===== config.mk =====
export PLATFORM = sky130hd
export DESIGN_NAME = dirty_block_writeback_coalescer
export DESIGN_NICKNAME = d
export VERILOG_FILES = /design/src/hw/rtl/dbwc_pkg.sv /design/src/hw/rtl/dbwc_ram.sv /design/src/hw/rtl/dbwc_runs.sv /design/src/hw/rtl/dirty_block_writeback_coalescer.sv
export SDC_FILE = /design/constraint.sdc
export NUM_CORES = 1
export LEC_CHECK = 0
export BUFFER_PORTS_ARGS = -buffer_cell sky130_fd_sc_hd__buf_2
export CAP_MARGIN = 15
export CORE_UTILIZATION = 55
export CTS_CLUSTER_DIAMETER = 80
export DETAILED_ROUTE_END_ITERATION = 16
export GPL_TIMING_DRIVEN = 0
export PLACE_DENSITY_LB_ADDON = 0.05
export RECOVER_POWER = 100
export SLEW_MARGIN = 10
export SYNTH_ARGS = -nofsm -noshare
export SYNTH_HDL_FRONTEND = slang
export SYNTH_HIERARCHICAL = 1
export SYNTH_SLANG_ARGS = --single-unit

===== constraint.sdc =====
create_clock -name clk -period 8.2 [get_ports clk]
set_input_delay 1.64 -clock clk [delete_from_list [all_inputs] [get_ports clk]]
set_output_delay 1.64 -clock clk [all_outputs]
set_load 0.005 [all_outputs]

===== src/hw/rtl/dbwc_pkg.sv =====
package dbwc_pkg;

    localparam int unsigned HEAD_COUNT_DEF     = 8;
    localparam int unsigned TRACK_SIZE_DEF     = 10240;
    localparam int unsigned CYLINDER_COUNT_DEF = 1024;

    localparam int unsigned BLK_BYTES = 512;
    localparam int unsigned BLK_SHIFT = 9;

    // runs reported per flush; extra runs fold into the last one
    localparam int unsigned MAX_RUNS   = 4;
    localparam int unsigned RUN_SLOT_W = $clog2(MAX_RUNS);
    localparam int unsigned RUN_CNT_W  = $clog2(MAX_RUNS + 1);

    localparam int unsigned ADDR_W = 27;
    localparam int unsigned LEN_W  = 17;

    localparam logic [1:0] REQ_WRITE    = 2'd0;
    localparam logic [1:0] REQ_OVERFLOW = 2'd1;
    localparam logic [1:0] REQ_FLUSH    = 2'd2;

    typedef struct packed {
        logic [1:0] req_type;
        logic [3:0] head;
        logic [9:0] cylinder;
    } req_t;

    typedef struct packed {
        logic [ADDR_W-1:0] storage_addr;
        logic [LEN_W-1:0]  run_length;
        logic              last_run;
    } rsp_t;

    // scan stream into the run collector
    typedef struct packed {
        logic start;
        logic step;
        logic dirty;
        logic finish;
    } scan_ctl_t;

endpackage


===== src/hw/rtl/dbwc_ram.sv =====
module dbwc_ram #(
    parameter int unsigned WIDTH = 1,
    parameter int unsigned DEPTH = 2,
    localparam int unsigned AW = (DEPTH > 1) ? $clog2(DEPTH) : 1
)(
    input  logic             clk,
    input  logic             wr_en,
    input  logic [AW-1:0]    wr_addr,
    input  logic [WIDTH-1:0] wr_data,
    input  logic             rd_en,
    input  logic [AW-1:0]    rd_addr,
    output logic [WIDTH-1:0] rd_data
);

    logic [WIDTH-1:0] store_reg [DEPTH];
    logic [WIDTH-1:0] rd_data_reg;

    always_ff @(posedge clk)
    begin
        if (wr_en)
        begin
            store_reg[wr_addr] <= wr_data;
        end
        if (rd_en)
        begin
            rd_data_reg <= store_reg[rd_addr];
        end
    end

    assign rd_data = rd_data_reg;

endmodule


===== src/hw/rtl/dbwc_runs.sv =====
module dbwc_runs
    import dbwc_pkg::*;
#(
    parameter int unsigned IDX_W = 8
)(
    input  logic                  clk,
    input  logic                  rst_n,
    input  scan_ctl_t             ctl,
    input  logic [IDX_W-1:0]      idx,
    input  logic [RUN_SLOT_W-1:0] rd_sel,
    output logic [RUN_CNT_W-1:0]  run_count,
    output logic [IDX_W-1:0]      rd_start,
    output logic [IDX_W-1:0]      rd_end
);

    logic [RUN_CNT_W-1:0] count_reg, count_next;
    logic                 in_run_reg, in_run_next;
    logic [IDX_W-1:0]     cur_start_reg, cur_start_next;
    logic [IDX_W-1:0]     rs_reg [MAX_RUNS];
    logic [IDX_W-1:0]     rs_next [MAX_RUNS];
    logic [IDX_W-1:0]     re_reg [MAX_RUNS];
    logic [IDX_W-1:0]     re_next [MAX_RUNS];
    logic                 run_close;

    always_comb
    begin
        count_next     = count_reg;
        in_run_next    = in_run_reg;
        cur_start_next = cur_start_reg;
        rs_next        = rs_reg;
        re_next        = re_reg;
        run_close      = 1'b0;

        if (ctl.start)
        begin
            count_next  = '0;
            in_run_next = 1'b0;
        end
        else if (ctl.step)
        begin
            if (ctl.dirty && !in_run_reg)
            begin
                in_run_next    = 1'b1;
                cur_start_next = idx;
            end
            else if (!ctl.dirty && in_run_reg)
            begin
                in_run_next = 1'b0;
                run_close   = 1'b1;
            end
        end
        else if (ctl.finish && in_run_reg)
        begin
            in_run_next = 1'b0;
            run_close   = 1'b1;
        end

        // slots full: the last slot stretches to the newest run end
        if (run_close)
        begin
            if (count_reg < RUN_CNT_W'(MAX_RUNS))
            begin
                rs_next[count_reg[RUN_SLOT_W-1:0]] = cur_start_reg;
                re_next[count_reg[RUN_SLOT_W-1:0]] = idx;
                count_next = count_reg + RUN_CNT_W'(1);
            end
            else
            begin
                re_next[MAX_RUNS-1] = idx;
            end
        end
    end

    always_ff @(posedge clk or negedge rst_n)
    begin
        if (!rst_n)
        begin
            count_reg  <= '0;
            in_run_reg <= 1'b0;
        end
        else
        begin
            count_reg  <= count_next;
            in_run_reg <= in_run_next;
        end
    end

    always_ff @(posedge clk)
    begin
        cur_start_reg <= cur_start_next;
        rs_reg        <= rs_next;
        re_reg        <= re_next;
    end

    assign run_count = count_reg;
    assign rd_start  = rs_reg[rd_sel];
    assign rd_end    = re_reg[rd_sel];

endmodule


===== src/hw/rtl/dirty_block_writeback_coalescer.sv =====
// channel | dir | handshake            | payload
// req     | in  | req_valid/req_ready  | req_t: req_type, head, cylinder
// rsp     | out | rsp_valid/rsp_ready  | rsp_t: storage_addr, run_length, last_run
//
// Write: after acceptance, a read-modify-write sweep of the dirty-map RAM marks
//   every block of the head's range; req_ready stays low until the sweep ends.
// Overflow, unused code, flush with nothing dirty: handled in ST_IDLE, no sweep.
// Flush: a sweep over all CYL_BLOCKS blocks, then ST_CLOSE, then ST_EMIT sends the results.
// After reset a clearing pass over all CYL_BLOCKS blocks runs before req_ready rises.
// A stalled rsp holds the result register; the pass waits only when emitting.
module dirty_block_writeback_coalescer
    import dbwc_pkg::*;
#(
    parameter int unsigned HEAD_COUNT     = HEAD_COUNT_DEF,
    parameter int unsigned TRACK_SIZE     = TRACK_SIZE_DEF,
    parameter int unsigned CYLINDER_COUNT = CYLINDER_COUNT_DEF
)(
    input  logic clk,
    input  logic rst_n,
    input  logic req_valid,
    output logic req_ready,
    input  req_t req,
    output logic rsp_valid,
    input  logic rsp_ready,
    output rsp_t rsp
);

    // Geometry, all settled at elaboration.
    localparam int unsigned CYL_BYTES  = HEAD_COUNT * TRACK_SIZE;
    localparam int unsigned CYL_BLOCKS = (CYL_BYTES + BLK_BYTES - 1) / BLK_BYTES;
    localparam int unsigned TRK_BLOCKS = TRACK_SIZE / BLK_BYTES;
    localparam int unsigned HALF       = TRK_BLOCKS / 2;
    localparam int unsigned BW         = $clog2(CYL_BLOCKS + 1);
    localparam int unsigned AW         = (CYL_BLOCKS > 1) ? $clog2(CYL_BLOCKS) : 1;
    localparam int unsigned HD_W       = (HEAD_COUNT > 1) ? $clog2(HEAD_COUNT) : 1;
    localparam int unsigned PH_W       = $clog2(HEAD_COUNT + 1);
    localparam int unsigned OFF_W      = (TRK_BLOCKS > 1) ? $clog2(TRK_BLOCKS) : 1;
    localparam int unsigned CNT_W      = $clog2(TRK_BLOCKS + 1);
    localparam int unsigned BYTE_W     = BW + BLK_SHIFT;

    typedef enum logic [2:0] {
        ST_CLEAR,
        ST_IDLE,
        ST_MARK,
        ST_SCAN,
        ST_CLOSE,
        ST_EMIT
    } state_t;

    // Per-head tables: first block, end block (exclusive, clipped to the
    // cylinder), and where the first block sits in the promotion grouping.
    // Promotion groups are TRK_BLOCKS wide, so for tracks that are not a
    // whole number of blocks they drift from the write ranges; a group index
    // of HEAD_COUNT means the block belongs to no group.
    logic [BW-1:0]    first_tab [HEAD_COUNT];
    logic [BW-1:0]    end_tab   [HEAD_COUNT];
    logic [PH_W-1:0]  ph_tab    [HEAD_COUNT];
    logic [OFF_W-1:0] off_tab   [HEAD_COUNT];

    for (genvar g = 0; g < HEAD_COUNT; g++)
    begin : g_head
        localparam int unsigned FIRST  = (g * TRACK_SIZE) / BLK_BYTES;
        localparam int unsigned STOP_X = (g * TRACK_SIZE + TRACK_SIZE + BLK_BYTES - 1)
                                         / BLK_BYTES;
        localparam int unsigned STOP   = (STOP_X < CYL_BLOCKS) ? STOP_X : CYL_BLOCKS;
        localparam int unsigned PH0    = FIRST / TRK_BLOCKS;
        localparam int unsigned OFF0   = FIRST % TRK_BLOCKS;

        assign first_tab[g] = BW'(FIRST);
        assign end_tab[g]   = BW'(STOP);
        assign ph_tab[g]    = (PH0 < HEAD_COUNT) ? PH_W'(PH0) : PH_W'(HEAD_COUNT);
        assign off_tab[g]   = (PH0 < HEAD_COUNT) ? OFF_W'(OFF0) : '0;
    end

    state_t              state_reg, state_next;
    logic [BW-1:0]       addr_reg, addr_next;       // sweep read pointer
    logic [BW-1:0]       end_reg, end_next;         // sweep limit for a write
    logic [PH_W-1:0]     ph_reg, ph_next;           // promotion group of addr_reg
    logic [OFF_W-1:0]    off_reg, off_next;         // offset inside that group
    logic                p1_valid_reg, p1_valid_next;
    logic [AW-1:0]       p1_addr_reg, p1_addr_next;
    logic [PH_W-1:0]     p1_ph_reg, p1_ph_next;
    logic [CNT_W-1:0]    cnt_reg [HEAD_COUNT];      // dirty blocks per group
    logic [CNT_W-1:0]    cnt_next [HEAD_COUNT];
    logic                any_dirty_reg, any_dirty_next;
    logic                whole_reg, whole_next;
    logic [ADDR_W-1:0]   base_reg, base_next;
    logic [RUN_SLOT_W-1:0] emit_reg, emit_next;
    logic                rsp_valid_reg, rsp_valid_next;
    rsp_t                rsp_reg, rsp_next;

    // Dirty-map RAM port signals.
    logic                ram_we;
    logic [AW-1:0]       ram_waddr;
    logic                ram_wdata;
    logic                ram_re;
    logic [AW-1:0]       ram_raddr;
    logic                ram_rdata;

    scan_ctl_t           run_ctl;
    logic [BW-1:0]       run_idx;
    logic [RUN_CNT_W-1:0] run_count;
    logic [BW-1:0]       run_start;
    logic [BW-1:0]       run_end;

    logic [HD_W-1:0]     hd_sel;
    logic [9:0]          cyl_sel;
    logic [31:0]         base_prod;
    logic [HEAD_COUNT-1:0] promo;
    logic                p1_in;
    logic                p1_promo;
    logic [BW-1:0]       sweep_limit;
    logic                out_free;
    logic                emit_last;
    logic [BYTE_W-1:0]   pos_bytes;
    logic [BYTE_W-1:0]   end_bytes;
    logic [BYTE_W-1:0]   len_bytes;

    dbwc_ram #(
        .WIDTH (1),
        .DEPTH (CYL_BLOCKS)
    ) u_map (
        .clk     (clk),
        .wr_en   (ram_we),
        .wr_addr (ram_waddr),
        .wr_data (ram_wdata),
        .rd_en   (ram_re),
        .rd_addr (ram_raddr),
        .rd_data (ram_rdata)
    );

    dbwc_runs #(
        .IDX_W (BW)
    ) u_runs (
        .clk       (clk),
        .rst_n     (rst_n),
        .ctl       (run_ctl),
        .idx       (run_idx),
        .rd_sel    (emit_reg),
        .run_count (run_count),
        .rd_start  (run_start),
        .rd_end    (run_end)
    );

    // Request decode: clamp head and cylinder, cylinder base address.
    assign hd_sel    = (32'(req.head) >= HEAD_COUNT) ? HD_W'(HEAD_COUNT - 1)
                                                     : HD_W'(req.head);
    assign cyl_sel   = (32'(req.cylinder) >= CYLINDER_COUNT) ? 10'(CYLINDER_COUNT - 1)
                                                             : req.cylinder;
    assign base_prod = 32'(cyl_sel) * 32'(CYL_BYTES);

    // A group at least half dirty gets written back whole.
    for (genvar h = 0; h < HEAD_COUNT; h++)
    begin : g_promo
        assign promo[h] = (cnt_reg[h] >= CNT_W'(HALF));
    end

    assign p1_in       = (p1_ph_reg != PH_W'(HEAD_COUNT));
    assign p1_promo    = p1_in && promo[p1_ph_reg[HD_W-1:0]];
    assign sweep_limit = (state_reg == ST_MARK) ? end_reg : BW'(CYL_BLOCKS);
    assign run_idx     = run_ctl.finish ? BW'(CYL_BLOCKS) : BW'(p1_addr_reg);
    assign out_free    = !rsp_valid_reg || rsp_ready;

    // Result math: byte start, byte end, length clipped at the cylinder end.
    assign pos_bytes = BYTE_W'(run_start) << BLK_SHIFT;
    assign end_bytes = BYTE_W'(run_end) << BLK_SHIFT;
    assign len_bytes = (end_bytes > BYTE_W'(CYL_BYTES)) ? BYTE_W'(CYL_BYTES) - pos_bytes
                                                        : end_bytes - pos_bytes;
    assign emit_last = whole_reg ||
                       (RUN_CNT_W'(emit_reg) + RUN_CNT_W'(1) == run_count);

    always_comb
    begin
        state_next     = state_reg;
        addr_next      = addr_reg;
        end_next       = end_reg;
        ph_next        = ph_reg;
        off_next       = off_reg;
        p1_valid_next  = 1'b0;
        p1_addr_next   = p1_addr_reg;
        p1_ph_next     = p1_ph_reg;
        cnt_next       = cnt_reg;
        any_dirty_next = any_dirty_reg;
        whole_next     = whole_reg;
        base_next      = base_reg;
        emit_next      = emit_reg;
        rsp_valid_next = rsp_valid_reg && !rsp_ready;
        rsp_next       = rsp_reg;

        ram_we    = 1'b0;
        ram_waddr = p1_addr_reg;
        ram_wdata = 1'b0;
        ram_re    = 1'b0;
        ram_raddr = addr_reg[AW-1:0];
        run_ctl   = '0;

        // Second half of the sweep: read data is back, write the block.
        // Addresses rise through a sweep, so the write never meets the read.
        if (p1_valid_reg)
        begin
            ram_we = 1'b1;
            if (state_reg == ST_MARK)
            begin
                ram_wdata = 1'b1;
                if (!ram_rdata && p1_in)
                begin
                    cnt_next[p1_ph_reg[HD_W-1:0]] = cnt_reg[p1_ph_reg[HD_W-1:0]]
                                                    + CNT_W'(1);
                end
            end
            else
            begin
                // flush clears behind itself; promotion is off for whole cylinder
                ram_wdata     = 1'b0;
                run_ctl.step  = !whole_reg;
                run_ctl.dirty = ram_rdata || p1_promo;
            end
        end

        case (state_reg)
            ST_CLEAR:
            begin
                ram_we    = 1'b1;
                ram_waddr = addr_reg[AW-1:0];
                ram_wdata = 1'b0;
                addr_next = addr_reg + BW'(1);
                if (addr_reg == BW'(CYL_BLOCKS - 1))
                begin
                    state_next = ST_IDLE;
                end
            end

            ST_IDLE:
            begin
                if (req_valid)
                begin
                    case (req.req_type)
                        REQ_WRITE:
                        begin
                            addr_next      = first_tab[hd_sel];
                            end_next       = end_tab[hd_sel];
                            ph_next        = ph_tab[hd_sel];
                            off_next       = off_tab[hd_sel];
                            any_dirty_next = 1'b1;
                            state_next     = ST_MARK;
                        end
                        REQ_OVERFLOW:
                        begin
                            whole_next = 1'b1;
                        end
                        REQ_FLUSH:
                        begin
                            if (any_dirty_reg)
                            begin
                                base_next     = base_prod[ADDR_W-1:0];
                                addr_next     = '0;
                                ph_next       = '0;
                                off_next      = '0;
                                run_ctl.start = 1'b1;
                                state_next    = ST_SCAN;
                            end
                        end
                        default:
                        begin
                        end
                    endcase
                end
            end

            ST_MARK, ST_SCAN:
            begin
                if (addr_reg != sweep_limit)
                begin
                    ram_re        = 1'b1;
                    p1_valid_next = 1'b1;
                    p1_addr_next  = addr_reg[AW-1:0];
                    p1_ph_next    = ph_reg;
                    addr_next     = addr_reg + BW'(1);
                    if (ph_reg != PH_W'(HEAD_COUNT))
                    begin
                        if (off_reg == OFF_W'(TRK_BLOCKS - 1))
                        begin
                            off_next = '0;
                            ph_next  = ph_reg + PH_W'(1);
                        end
                        else
                        begin
                            off_next = off_reg + OFF_W'(1);
                        end
                    end
                end
                else
                begin
                    state_next = (state_reg == ST_MARK) ? ST_IDLE : ST_CLOSE;
                end
            end

            ST_CLOSE:
            begin
                run_ctl.finish = 1'b1;
                any_dirty_next = 1'b0;
                for (int h = 0; h < HEAD_COUNT; h++)
                begin
                    cnt_next[h] = '0;
                end
                emit_next  = '0;
                state_next = ST_EMIT;
            end

            ST_EMIT:
            begin
                if (out_free)
                begin
                    rsp_valid_next = 1'b1;
                    if (whole_reg)
                    begin
                        rsp_next.storage_addr = base_reg;
                        rsp_next.run_length   = LEN_W'(CYL_BYTES);
                    end
                    else
                    begin
                        rsp_next.storage_addr = base_reg + ADDR_W'(pos_bytes);
                        rsp_next.run_length   = LEN_W'(len_bytes);
                    end
                    rsp_next.last_run = emit_last;
                    emit_next         = emit_reg + RUN_SLOT_W'(1);
                    if (emit_last)
                    begin
                        whole_next = 1'b0;
                        state_next = ST_IDLE;
                    end
                end
            end

            default:
            begin
                state_next = ST_IDLE;
            end
        endcase
    end

    always_ff @(posedge clk or negedge rst_n)
    begin
        if (!rst_n)
        begin
            state_reg     <= ST_CLEAR;
            addr_reg      <= '0;
            end_reg       <= '0;
            ph_reg        <= '0;
            off_reg       <= '0;
            p1_valid_reg  <= 1'b0;
            p1_addr_reg   <= '0;
            p1_ph_reg     <= '0;
            for (int h = 0; h < HEAD_COUNT; h++)
            begin
                cnt_reg[h] <= '0;
            end
            any_dirty_reg <= 1'b0;
            whole_reg     <= 1'b0;
            base_reg      <= '0;
            emit_reg      <= '0;
            rsp_valid_reg <= 1'b0;
            rsp_reg       <= '0;
        end
        else
        begin
            state_reg     <= state_next;
            addr_reg      <= addr_next;
            end_reg       <= end_next;
            ph_reg        <= ph_next;
            off_reg       <= off_next;
            p1_valid_reg  <= p1_valid_next;
            p1_addr_reg   <= p1_addr_next;
            p1_ph_reg     <= p1_ph_next;
            cnt_reg       <= cnt_next;
            any_dirty_reg <= any_dirty_next;
            whole_reg     <= whole_next;
            base_reg      <= base_next;
            emit_reg      <= emit_next;
            rsp_valid_reg <= rsp_valid_next;
            rsp_reg       <= rsp_next;
        end
    end

    assign req_ready = (state_reg == ST_IDLE);
    assign rsp_valid = rsp_valid_reg;
    assign rsp       = rsp_reg;

endmodule


==> results of run 1 <==
==> kinds of logic after synthesis <==
group           after synthesis
simple gates                536
xor+xnor                     31
fa+ha+maj                    47
compound gates              235
mux                         120
flops                       361
other cells                   1
buf+inv                     139
==> routing by layer <==
metal  share of wire (%)  GRT usage (%)  routed length, um  vias to the layer above
met5                   0              0                  0                        -
met4                 2.7           8.20               1080                        0
met3                 5.2           3.04               2100                       82
met2                  49           42.1              19700                      359
met1                  43           35.0              17600                     5800
li1                    -              -                  -                     5557
==> worst max-delay path: cells and delay by family, from the launching register on <==
kind,cells,cell delay [ps]
AND/OR/NAND/NOR,3,880
buffers and inverters,2,1140
multiplexers,1,650
flip-flops,1,420
AO/OA/AOI/OAI,7,1360
adder cells (fa/ha/maj),1,250
XOR/XNOR,1,160
==> per-stage QoR <==
step	utilization (%)	cells	hold slack [ps]
final	62.2	2011	470
after global routing	62.2	2011	503
after CTS	62.6	2011	477
after detailed placement	58.6	1940	459
after global placement	58.4	1937	456
after floorplan	-	1487	459
==> layout make-up <==
type                    instances  area share, %
clock buffers                  53           5.62
multi-input cells             987           34.2
flip-flops and latches        361           52.0
inverters                      50          0.962
clock inverters                18          0.873
plain buffers                  89           2.47
repair buffers                 51           1.39
well taps                     402           2.56
==> power breakdown <==
group | switching (mW) | internal [mW] | leakage [nW]
Clock | 0.702 | 1.04 | 0.623
Sequential | 0.185 | 2.19 | 3.72
Combinational | 1.46 | 0.898 | 2.89
Total | 2.35 | 4.12 | 7.23
==> worst paths after layout <==
path,end,slack [ps],depth (start not counted)
max in group asynchronous,cnt_reg[31],4510,1
max,rsp[17],3200,15
max reg2reg,rsp[17],3200,15
min reg2reg,rsp[12],470,2
min in group asynchronous,rsp[29],2030,1
min,rsp[12],470,2
==> layout by cell type (no fill, tap or decap), drive strengths merged, types with 4 or more instances in the layout <==
cell / netlist / final
a211o: 4 / 4
a211oi: 7 / 7
a21o: 5 / 5
a21oi: 43 / 43
a22o: 4 / 4
a22oi: 7 / 7
a31oi: 7 / 7
and2: 11 / 11
and3: 9 / 9
buf: 44 / 64
clkbuf: 45 / 129
clkinv: 1 / 15
conb: 1 / 18
dfrtp: 128 / 128
edfxtp: 233 / 233
ha: 44 / 44
inv: 49 / 48
mux2: 23 / 23
mux2i: 48 / 48
mux4: 49 / 49
nand2: 113 / 113
nand2b: 13 / 13
nand3: 84 / 84
nand3b: 7 / 7
nand4: 13 / 13
nor2: 224 / 224
nor2b: 29 / 29
nor3: 12 / 12
nor3b: 4 / 4
nor4: 5 / 5
o21ai: 105 / 105
o21bai: 6 / 6
o221ai: 5 / 5
o22ai: 4 / 4
o31ai: 10 / 10
o32a: 4 / 4
or3: 5 / 5
xnor2: 18 / 18
xor2: 13 / 13
==> summary.txt, run 1 <==
Status
  • Failing checks: capacitance limit, slew limit
  • Outcome: finished with violations

Worst setup path
  • Cells along the critical path: clkbuf_1 -> clkbuf_1 -> mux4_2 -> or4_1 -> o21a_1 -> o21ai_0 -> and2_0 -> ha_1 -> nor2b_1 -> o21ai_0 -> a21boi_0 -> o21ai_0 -> a21oi_1 -> xnor2_1 -> a21oi_1
  • Critical path arrival: about 5400 ps
  • Required @ worst endpoint: 8610 ps
  • CP Launch Type: flip-flop
  • CP endpoint kind: flip-flop
  • Max stage delay cell, worst path: clkbuf_1
  • Critical path's largest stage delay: around 720 ps
  • Critical Path Source: emit_reg[0]
  • FF-to-FF Start: emit_reg[0]
  • Setup CP Type: flip-flop to flip-flop
  • Most frequent CP cell: o21ai_0
  • Maximum fanout along the worst path: 10

Layout
  • Share of layout cells above drive strength 1: 10.5%
  • FILL cells: about 2600
  • Largest register FFs: 160
  • Synthesis-to-finish area growth: 11.4%
  • ANT cells: 0
  • Final Cell Area: just under 20000 um2
  • Nets@finish: 1647
  • Register area: approximately 10000 um2
  • Footprint of the multi-input gates: about 6700 um2

Timing
  • Hold Vio Cnt, Final: 0
  • Achievable Freq: 200 MHz
  • Post-Route Skew: about 20 ps
  • Worst rel slew slack: -92.3%
  • Setup WS post-layout: about 3200 ps
  • Final setup vio count: 0
  • Slew Viols, Final: around 110
  • Worst-Margin Slew: approximately 2900 ps
  • Unrepaired setup endpoints after global routing: false
  • Tcrit/Tclk final: 61.0%
  • Setup TNS: 0 ps
  • Clock period minus worst slack: around 5000 ps

Die
  • Die Area: 32700 um2
  • Row count: between 60 and 70
  • Die Ht: roughly 180 um
  • Starting Density: a little under three fifths
  • I/O Pins: 67
  • Core area: roughly 32000 um2
  • Die width: between 150 and 200 um

Clock tree
  • Num CTS Buffers: 40
  • CTS clk-pin slew, worst paths: around 60 ps
  • Clock Latency Late Sink: between 500 and 600 ps
  • Post_cts resized: 0
  • CTS tree: built
  • Post-CTS setup buffer count: 0
  • CTS Hold Bufs: 0
  • Clk root buf: clkbuf_16
  • Clock sink count: ~360
  • H-tree depth: 2
  • CTS Buffer Depth: 3

Logic synthesis
  • Post-synth top cells: 233 x edfxtp_1, 222 x nor2_1, 128 x dfrtp_1, 112 x nand2_1, 91 x o21ai_0
  • Sequential share of the synthesized area: between 50% and 60%
  • Synthesis-stage register bit count: between 300 and 400
  • Ys async rst share: ~35%
  • Mux contribution to synthesized area: between 10% and 20%
  • Ranking of synthesized cells by area: edfxtp_1 40%, dfrtp_1 18%, nor2_1 4.7%
  • Post-synth EDFFs: between 200 and 250
  • Area leader, netlist: edfxtp_1
  • Post-synthesis compound-gate area fraction: under 10%
  • Avg Cell Area, Syn: 12.0 um2
  • Warnings, synthesis: 6
  • XOR/XNOR share of the synthesized area: 1.54%
  • Post-synthesis simple-gate area fraction: about 14%
  • Post-Synth Adder-Cell Area: under 10%
  • Count leader, synth: edfxtp_1
  • Syn Std Cell Area: ~18000 um2
  • Synth top area share: roughly two fifths
  • Largest family of logic cells by synthesized area: simple AND/OR/NAND/NOR gates
  • Synth unique cells: 75
  • Synthesized netlist cell count: 1470
  • Most used DFF post-synth: edfxtp_1

Global routing
  • Global-route wire length before repair: about 65 mm
  • Vias in the first global route: 11700
  • Total gr overflow: 0
  • Initial antenna violation count: 0
  • Largest net degree at the start of global routing: 109
  • GRT Total Usage: 25.4%

Pwr
  • Power density over the cells: 330 nW/um2
  • Overall Power: 6.47 mW
  • Max IR drop VDD: between 200 and 250 uV
  • Leakage: about 7.2 nW

Route
  • Pre-antenna DRT Iters: 5
  • # DRC: 0
  • Vias per inst: around 5.9
  • Per-cell routed wire length: approximately 20 um
  • DR vias: 11800
  • DR iter-0 viols: between 900 and 1000
  • Final ANT Viol Nets: 0
  • Final wirelength: between 40 and 50 mm

Min path
  • Hold Path Class: flip-flop to flip-flop
  • Hold path startpoint: rsp[12]

Placement
  • Post-DP Area: 18500 um2
  • GP Congestion: a little under 0.9
  • DP Worst Slack: slightly below 4000 ps
  • I/O Buffers: between 40 and 50
  • Post-detail-place hpwl: roughly 28 mm

Job
  • Max Cap Violations: 3
Note: power is estimated with default switching activity, not from simulation.
==> inputs of run 2 (changes only) <==
- ABC_AREA: default -> 1
- clock period: 8.2 -> 4.3 ns (I/O delays scaled with it)
==> run 2 against run 1 <==
  * The run still ends with capacitance limit, slew limit left
  * First-iteration DRC count increased by 67%
  * Sequential share of layout area decreased by 1.9 points
  * Clock power increased by 91%
  * Critical endpoint is now u_runs/rs_reg[10]
  * Wire length increased by 16%
  * Critical path depth decreased by 6
  * Global-route usage increased by 2.8 points
  * Highest routed layer unchanged
  * Design area increased by 3.8%
  * Critical path type unchanged
  * Via count increased by 26%
  * Die area increased by 3.6%
  * Synthesized cell count increased by 41%
  * Sequential cell count unchanged
==> summary.txt, run 2 <==
Status
  • Outcome: finished with violations
  • Failing checks: capacitance limit, slew limit

Worst setup path
  • Last element of the critical path: u_runs/rs_reg[10]
  • CP Launch Type: flip-flop
  • Maximum fanout along the worst path: 10 (unchanged)
  • CP endpoint kind: flip-flop
  • Reg2Reg Capture Point: u_runs/rs_reg[10]
  • Critical Path Source: state_reg[0]
  • Reg2reg path depth: 9 (-6)
  • Critical path arrival: 3980 ps (-1420 ps)
  • Worst R2R Setup Slack: 540 ps (-2670 ps)
  • FF-to-FF Start: state_reg[0]
  • Setup CP Type: flip-flop to flip-flop
  • Required @ worst endpoint: 4510 ps (-4100 ps)

Job
  • Max Cap Violations: 3 (unchanged)

Global routing
  • Largest net degree at the start of global routing: 69 (-37%)
  • GRT Total Usage: 28.2% (+2.8 points)
  • Vias in the first global route: 13700 (+17%)
  • Global-route wire length before repair: 73.6 mm (+14%)
  • Total gr overflow: 0 (unchanged)
  • Initial antenna violation count: 0 (unchanged)

Route
  • Vias per inst: 5.56 (-5.2%)
  • DR vias: 14800 (+26%)
  • DR iter-0 viols: 1552 (+67%)
  • Per-cell routed wire length: 17.6 um (-12%)
  • Final ANT Viol Nets: 0 (unchanged)
  • # DRC: 0 (unchanged)
  • Pre-antenna DRT Iters: 5 (unchanged)
  • Final wirelength: 47.0 mm (+16%)

Pwr
  • Internal: 8.44 mW (+100%)
  • Switching Share: 42.8% (+6.5 points)
  • Logic gate share of total power: 42.8% (+6.4 points)
  • Clock network fraction of design power: 22.5% (-4.4 points)
  • Max IR drop VDD: 450 uV (+120%)
  • Leakage: 8.74 nW (+21%)
  • Psw: 6.32 mW (+170%)
  • Flop pwr share: 34.7% (-2.0 points)
  • Power density over the cells: 724 nW/um2 (+120%)

Logic synthesis
  • Warnings, synthesis: 6 (unchanged)
  • Synthesis-stage register bit count: 361 (unchanged)
  • Syn Std Cell Area: 18300 um2 (+3.7%)
  • Area leader, netlist: edfxtp_1
  • Post-synth EDFFs: 233 (unchanged)
  • Count leader, synth: nand2_1
  • Most used DFF post-synth: edfxtp_1
  • Synthesized netlist cell count: 2078 (+41%)
  • Ranking of synthesized cells by area: edfxtp_1 38%, dfrtp_1 18%, nand2_1 11%
  • Synth unique cells: 47 (-37%)
  • Synth top area share: 38.3% (-1.4 points)
  • Ys async rst share: 35.5% (unchanged)
  • Sequential share of the synthesized area: 55.9% (-2.1 points)
  • Avg Cell Area, Syn: 8.79 um2 (-27%)
  • Post-synth top cells: 553 x nand2_1, 295 x nor2_1, 233 x edfxtp_1, 204 x nand3_1, 198 x inv_1

Clock tree
  • CTS clk-pin slew, worst paths: 60 ps (about the same)
  • CTS Hold Bufs: 0 (unchanged)
  • Clk root buf: clkbuf_16
  • CTS tree: built
  • Post_cts resized: 0 (unchanged)
  • Clock Latency Late Sink: 560 ps (+30 ps)
  • Clock sink count: 361 (unchanged)
  • CTS Buffer Depth: 3 (unchanged)
  • H-tree depth: 2 (unchanged)
  • Num CTS Buffers: 40 (unchanged)
  • Post-CTS setup buffer count: 0 (unchanged)

Min path
  • Hold Path Class: flip-flop to flip-flop

Layout
  • Commonest non-fill, non-tap cell in the layout: nand2_1
  • ANT cells: 0 (unchanged)
  • Share of layout cells above drive strength 1: 7.06% (-3.4 points)
  • FILL cells: 2838 (+11%)
  • Footprint of the multi-input gates: 6680 um2 (-0.43%)
  • Synthesis-to-finish area growth: 11.6%
  • Final Util: 62.5% (+0.29 points)
  • Largest register FFs: 160 (unchanged)
  • Nets@finish: 2259 (+37%)
  • Commonest non-fill, non-tap cells in the layout: 556 x nand2_1, 298 x nor2_1, 233 x edfxtp_1
  • Final Cell Area: 20400 um2 (+3.8%)
  • Register area: 10200 um2 (unchanged)

Die
  • Starting Density: 56.0% (+0.16 points)
  • Die Area: 33900 um2 (+3.6%)
  • Core area: 32600 um2 (+3.4%)
  • Die Ht: 184 um (+1.8%)
  • Row count: 66 (+1.5%)
  • Die width: 184 um (+1.8%)
  • I/O Pins: 67 (unchanged)

Timing
  • Unrepaired setup endpoints after global routing: false
  • Clock period minus worst slack: 3760 ps (-1230 ps)
  • Hold Vio Cnt, Final: 0 (unchanged)
  • Setup TNS: 0 ps (unchanged)
  • Slew Viols, Final: 155 (+46%)
  • Final setup vio count: 0 (unchanged)
  • Achievable Freq: 266 MHz (+33%)
  • Tcrit/Tclk final: 87.5% (+27 points)
  • Post-Route Skew: 24.5 ps (+4.30 ps)
  • Worst-Margin Slew: 3020 ps (+134 ps)
  • Worst rel slew slack: -101% (-8.9 points)

Placement
  • Post-detail-place hpwl: 32.5 mm (+16%)
  • I/O Buffers: 48 (unchanged)
  • GP Congestion: 0.918 (+5.3%)
  • Post-DP Area: 19300 um2 (+4.2%)
run 2: metrics by stage:
step,total power [mW],setup slack [ps],hold WS (ps),instances
after floorplan,9.32,1080,450,2095
after global placement,11.3,-404,459,2585
after detailed placement,11.5,644,463,2592
after CTS,14.9,621,328,2665
after global routing,15.7,206,499,2665
final,14.8,536,475,2665
run 2: power groups by stage:
stage | clock [mW] | combinational [mW] | sequential (mW)
2_1_floorplan | 0 | 4.27 | 5.05
4_1_cts | 3.39 | 6.37 | 5.10
5_1_grt | 3.52 | 7.01 | 5.19
6_report | 3.32 | 6.31 | 5.12
3_3_place_gp | 0 | 6.12 | 5.19
3_5_place_dp | 0 | 6.33 | 5.15
run 2: worst max-delay path: stages (launching register included):
cell and delay [ps]:
dfrtp_1 440, nor2_1 160, inv_1 70, nor2_1 630
clkbuf_1 580, nand2_1 170, nand2_1 100, nand4_1 170
nor2_1 670, clkbuf_2 420
run 2: final cells by class:
| cell class | instances | share of cell area [%] |
|---|---|---|
| Timing Repair Buffer | 55 | 1.41 |
| Clock inverter | 21 | 0.859 |
| Sequential cell | 361 | 50.0 |
| Buffer | 93 | 2.82 |
| Tap cell | 442 | 2.71 |
| Multi-Input combinational cell | 1427 | 32.8 |
| Clock buffer | 52 | 5.43 |
| Inverter | 214 | 3.98 |
run 2: worst min-delay path by stage:
stage                           from     endpoint  slack (ps)  depth (start not counted)
after global routing         rsp[41]      rsp[41]         500                          2
final                        rsp[43]      rsp[43]         470                          2
after CTS                      rst_n  cnt_reg[18]         330                          1
after global placement       rsp[44]      rsp[44]         460                          2
after detailed placement     rsp[43]      rsp[43]         460                          2
after floorplan           cnt_reg[4]   cnt_reg[4]         450                          2
run 2: layer usage:
| layer | wire length (um) | global-route usage (%) | share of wire [%] |
|---|---|---|---|
| met1 | 20700 | 40.2 | 44 |
| met2 | 21200 | 43.5 | 45 |
| met3 | 3720 | 4.54 | 7.9 |
| met4 | 1340 | 10.5 | 2.9 |
| met5 | 0 | 0 | 0 |
run 2: cell families after synthesis:
logic type                 synth area share, %
DFF                                       55.9
and+or+nand+nor                           24.8
adders and majority gates                 3.34
AOI/OAI and AO/OA                         7.34
xor gates and xnor gates                 0.911
buffers and inverters                     7.73
other                                   0.0205
==> inputs of run 3 (changes only) <==
- SYNTH_HIERARCHICAL: 1 -> default
- clock period: 4.3 -> 3.2 ns (I/O delays scaled with it)
==> run 3 against run 2 <==
  * The flow now finishes without violations
  * Global-route usage fell by 0.38 points
  * Design area fell by 0.44%
  * Count of clock-buffer cells in the layout fell by 1
==> summary.txt, run 3 <==
Pwr
  • Power density over the cells: 930 nW/um2 (+29%)
  • Switching Share: 41.6% (-1.2 points)
  • Max IR drop VDD: 510 uV (+13%)
  • Clock network fraction of design power: 24.0% (+1.5 points)
  • Psw: 7.86 mW (+24%)
  • Leakage: 8.63 nW (-1.2%)
  • Flop pwr share: 34.7% (about the same)
  • Internal: 11.0 mW (+31%)
  • Logic gate share of total power: 41.3% (-1.5 points)

Global routing
  • Total gr overflow: 0 (unchanged)
  • Global-route wire length before repair: 71.6 mm (-2.7%)
  • Vias in the first global route: 13600 (-0.29%)
  • GRT Total Usage: 27.8% (-0.38 points)
  • Initial antenna violation count: 0 (unchanged)
  • Largest net degree at the start of global routing: 73 (+5.8%)

Logic synthesis
  • Ys async rst share: 35.5% (unchanged)
  • Synthesized netlist cell count: 1986 (-4.4%)
  • Post-synthesis compound-gate area fraction: 9.17% (+1.8 points)
  • Synth top area share: 39.2% (+0.85 points)
  • Sequential share of the synthesized area: 57.1% (+1.2 points)
  • Mux contribution to synthesized area: 0% (unchanged)
  • Largest family of logic cells by synthesized area: simple AND/OR/NAND/NOR gates
  • Post-synth top cells: 455 x nand2_1, 344 x nor2_1, 233 x edfxtp_1, 187 x inv_1, 149 x o21ai_0
  • Avg Cell Area, Syn: 9.00 um2 (+2.4%)
  • Most used DFF post-synth: edfxtp_1
  • Area leader, netlist: edfxtp_1
  • Synthesis-stage register bit count: 361 (unchanged)
  • Synth unique cells: 54 (+15%)
  • Syn Std Cell Area: 17900 um2 (-2.2%)
  • Warnings, synthesis: 0 (-6)
  • XOR/XNOR share of the synthesized area: 1.18% (+0.27 points)
  • Post-synthesis simple-gate area fraction: 22.6% (-2.2 points)
  • Count leader, synth: nand2_1
  • Ranking of synthesized cells by area: edfxtp_1 39%, dfrtp_1 18%, nand2_1 9.6%
  • Post-synth EDFFs: 233 (unchanged)
  • Post-Synth Adder-Cell Area: 3.35% (+0.0040 points)

Worst setup path
  • Worst R2R Setup Slack: 170 ps (-360 ps)
  • Reg2Reg Capture Point: rsp[16]
  • Required @ worst endpoint: 3610 ps (-900 ps)
  • Last element of the critical path: rsp[16]
  • Critical Path Source: emit_reg[0]
  • CP Launch Type: flip-flop
  • Reg2reg path depth: 17 (+8)
  • CP endpoint kind: flip-flop
  • Setup CP Type: flip-flop to flip-flop
  • Maximum fanout along the worst path: 5 (-5)
  • Critical path arrival: 3440 ps (-540 ps)
  • FF-to-FF Start: emit_reg[0]

Layout
  • Finished Layout Cells: 2547 (-4.4%)
  • Commonest non-fill, non-tap cell in the layout: nand2_1
  • ANT cells: 0 (unchanged)
  • Synthesis-to-finish area growth: 13.6%
  • FILL cells: 2685 (-5.4%)
  • Share of layout cells above drive strength 1: 9.93% (+2.9 points)
  • Nets@finish: 2181 (-3.5%)
  • Commonest non-fill, non-tap cells in the layout: 460 x nand2_1, 340 x nor2_1, 233 x edfxtp_1
  • Largest register FFs: 160 (unchanged)

Die
  • Starting Density: 56.3% (+0.34 points)
  • Row count: 65 (-1.5%)
  • Die width: 182 um (-1.1%)
  • Die Area: 33200 um2 (-2.1%)
  • Core area: 31700 um2 (-2.8%)
  • I/O Pins: 67 (unchanged)
  • Die Ht: 182 um (-1.1%)

Route
  • Final ANT Viol Nets: 0 (unchanged)
  • Pre-antenna DRT Iters: 7 (+2)
  • # DRC: 0 (unchanged)
  • Final wirelength: 45.7 mm (-2.8%)
  • DR vias: 14200 (-4.2%)
  • Vias per inst: 5.58 (+0.29%)
  • Per-cell routed wire length: 17.9 um (+1.7%)
  • DR iter-0 viols: 1140 (-27%)

Clock tree
  • Clock sink count: 361 (unchanged)
  • Clk root buf: clkbuf_16
  • CTS Buffer Depth: 3 (unchanged)
  • H-tree depth: 2 (unchanged)
  • Num CTS Buffers: 40 (unchanged)
  • CTS clk-pin slew, worst paths: 60 ps (about the same)
  • Clock Latency Late Sink: 530 ps (-30 ps)
  • CTS tree: built

Timing
  • Final setup vio count: 0 (unchanged)
  • Slew Viols, Final: 0 (-100%)
  • Hold Vio Cnt, Final: 0 (unchanged)
  • Worst-Margin Slew: 1340 ps (-1680 ps)
  • Clock period minus worst slack: 3030 ps (-737 ps)
  • Setup WS post-layout: 173 ps (-363 ps)
  • Post-Route Skew: 21.2 ps (-3.22 ps)
  • Worst rel slew slack: 10.6% (+110 points)
  • Setup TNS: 0 ps (unchanged)
  • Achievable Freq: 330 MHz (+24%)
  • Tcrit/Tclk final: 94.6% (+7.0 points)

Status
  • Outcome: finished clean

Placement
  • Post-Place Cells: 2461 (-5.1%)
  • I/O Buffers: 48 (unchanged)
  • GP Congestion: 0.956 (+4.1%)
  • DP Worst Slack: -1080 ps (-1720 ps)
  • Post-detail-place hpwl: 31.2 mm (-4.0%)

Min path
  • Hold Path Class: input pin to flip-flop
  • Hold depth: 3 (+1)

Job
  • Max Cap Violations: 0 (-3)
[run 3: how the worst min path moves through the flow]
stage / start / end / slack (ps)
5_1_grt: req[0] / base_reg[14] / 370
2_1_floorplan: rst_n / addr_reg[0] / 340
3_3_place_gp: rsp[39] / rsp[39] / 460
6_report: req[0] / base_reg[14] / 360
4_1_cts: rst_n / rsp[27] / 70
3_5_place_dp: rsp[41] / rsp[41] / 460
[run 3: area by class of cell]
type	count	area [um2]	area share [%]
multi-input combinational	1356	6620	32.6
clock inverter	21	204	1.00
tap	402	503	2.48
clock buffer	51	1080	5.34
inverter	200	756	3.72
buffer	83	465	2.29
sequential	361	10200	50.3
timing repair buffer	73	464	2.29
[run 3: what timing repair did]
action / in CTS / in global routing
hold buffers: 0 / 0
gates cloned: 0 / 1
gates resized for setup: 26 / 39
pin swaps: 0 / 12
buffers inserted: 2 / 14
hold endpoints to repair: 0 / 0
endpoints found under the setup margin: 41 / 97
[run 3: layer usage]
layer / GRT usage (%) / vias up / wire, um
li1: - / 6821 / -
met1: 35.5 / 6768 / 18800
met2: 48.2 / 509 / 22500
met3: 3.69 / 114 / 2850
met4: 10.8 / 0 / 1540
met5: 0 / - / 0
[run 3: power groups by stage]
| stage | Sequential (mW) | Clock (mW) | Combinational (mW) |
|---|---|---|---|
| 4_1_cts | 6.55 | 4.59 | 7.72 |
| 3_5_place_dp | 6.62 | 0 | 7.65 |
| 3_3_place_gp | 6.62 | 0 | 7.41 |
| 5_1_grt | 6.65 | 4.76 | 8.65 |
| 6_report | 6.56 | 4.53 | 7.80 |
| 2_1_floorplan | 6.51 | 0 | 5.13 |
[run 3: cell families after synthesis]
kind of cell	count (synthesis)
other	1
AND/OR/NAND/NOR	979
adder cells (fa/ha/maj)	46
XOR/XNOR	24
flip-flops	361
buffers and inverters	287
AO/OA/AOI/OAI	288
[run 3: worst max-delay path, cell delays in order (launching register included)]
cell	delay (ps)
dfrtp_2	470
buf_4	170
or2_2	300
a32oi_2	250
inv_1	70
nand4_1	100
nand2_2	80
nand3_1	120
ha_1	150
inv_1	50
fa_1	390
and3_1	170
o21ai_1	160
nand2_1	70
a21oi_1	160
nand2_1	70
nand2_1	50
o21ai_0	60
[run 3: stage by stage]
stage / cell area [um2] / hold WS (ps) / utilization (%) / power (mW)
2_1_floorplan: 17900 / 344 / - / 11.6
3_3_place_gp: 18700 / 458 / 58.9 / 14.0
3_5_place_dp: 18900 / 463 / 59.5 / 14.3
4_1_cts: 20200 / 70.2 / 63.8 / 18.9
5_1_grt: 20300 / 372 / 64.0 / 20.1
6_report: 20300 / 359 / 64.0 / 18.9
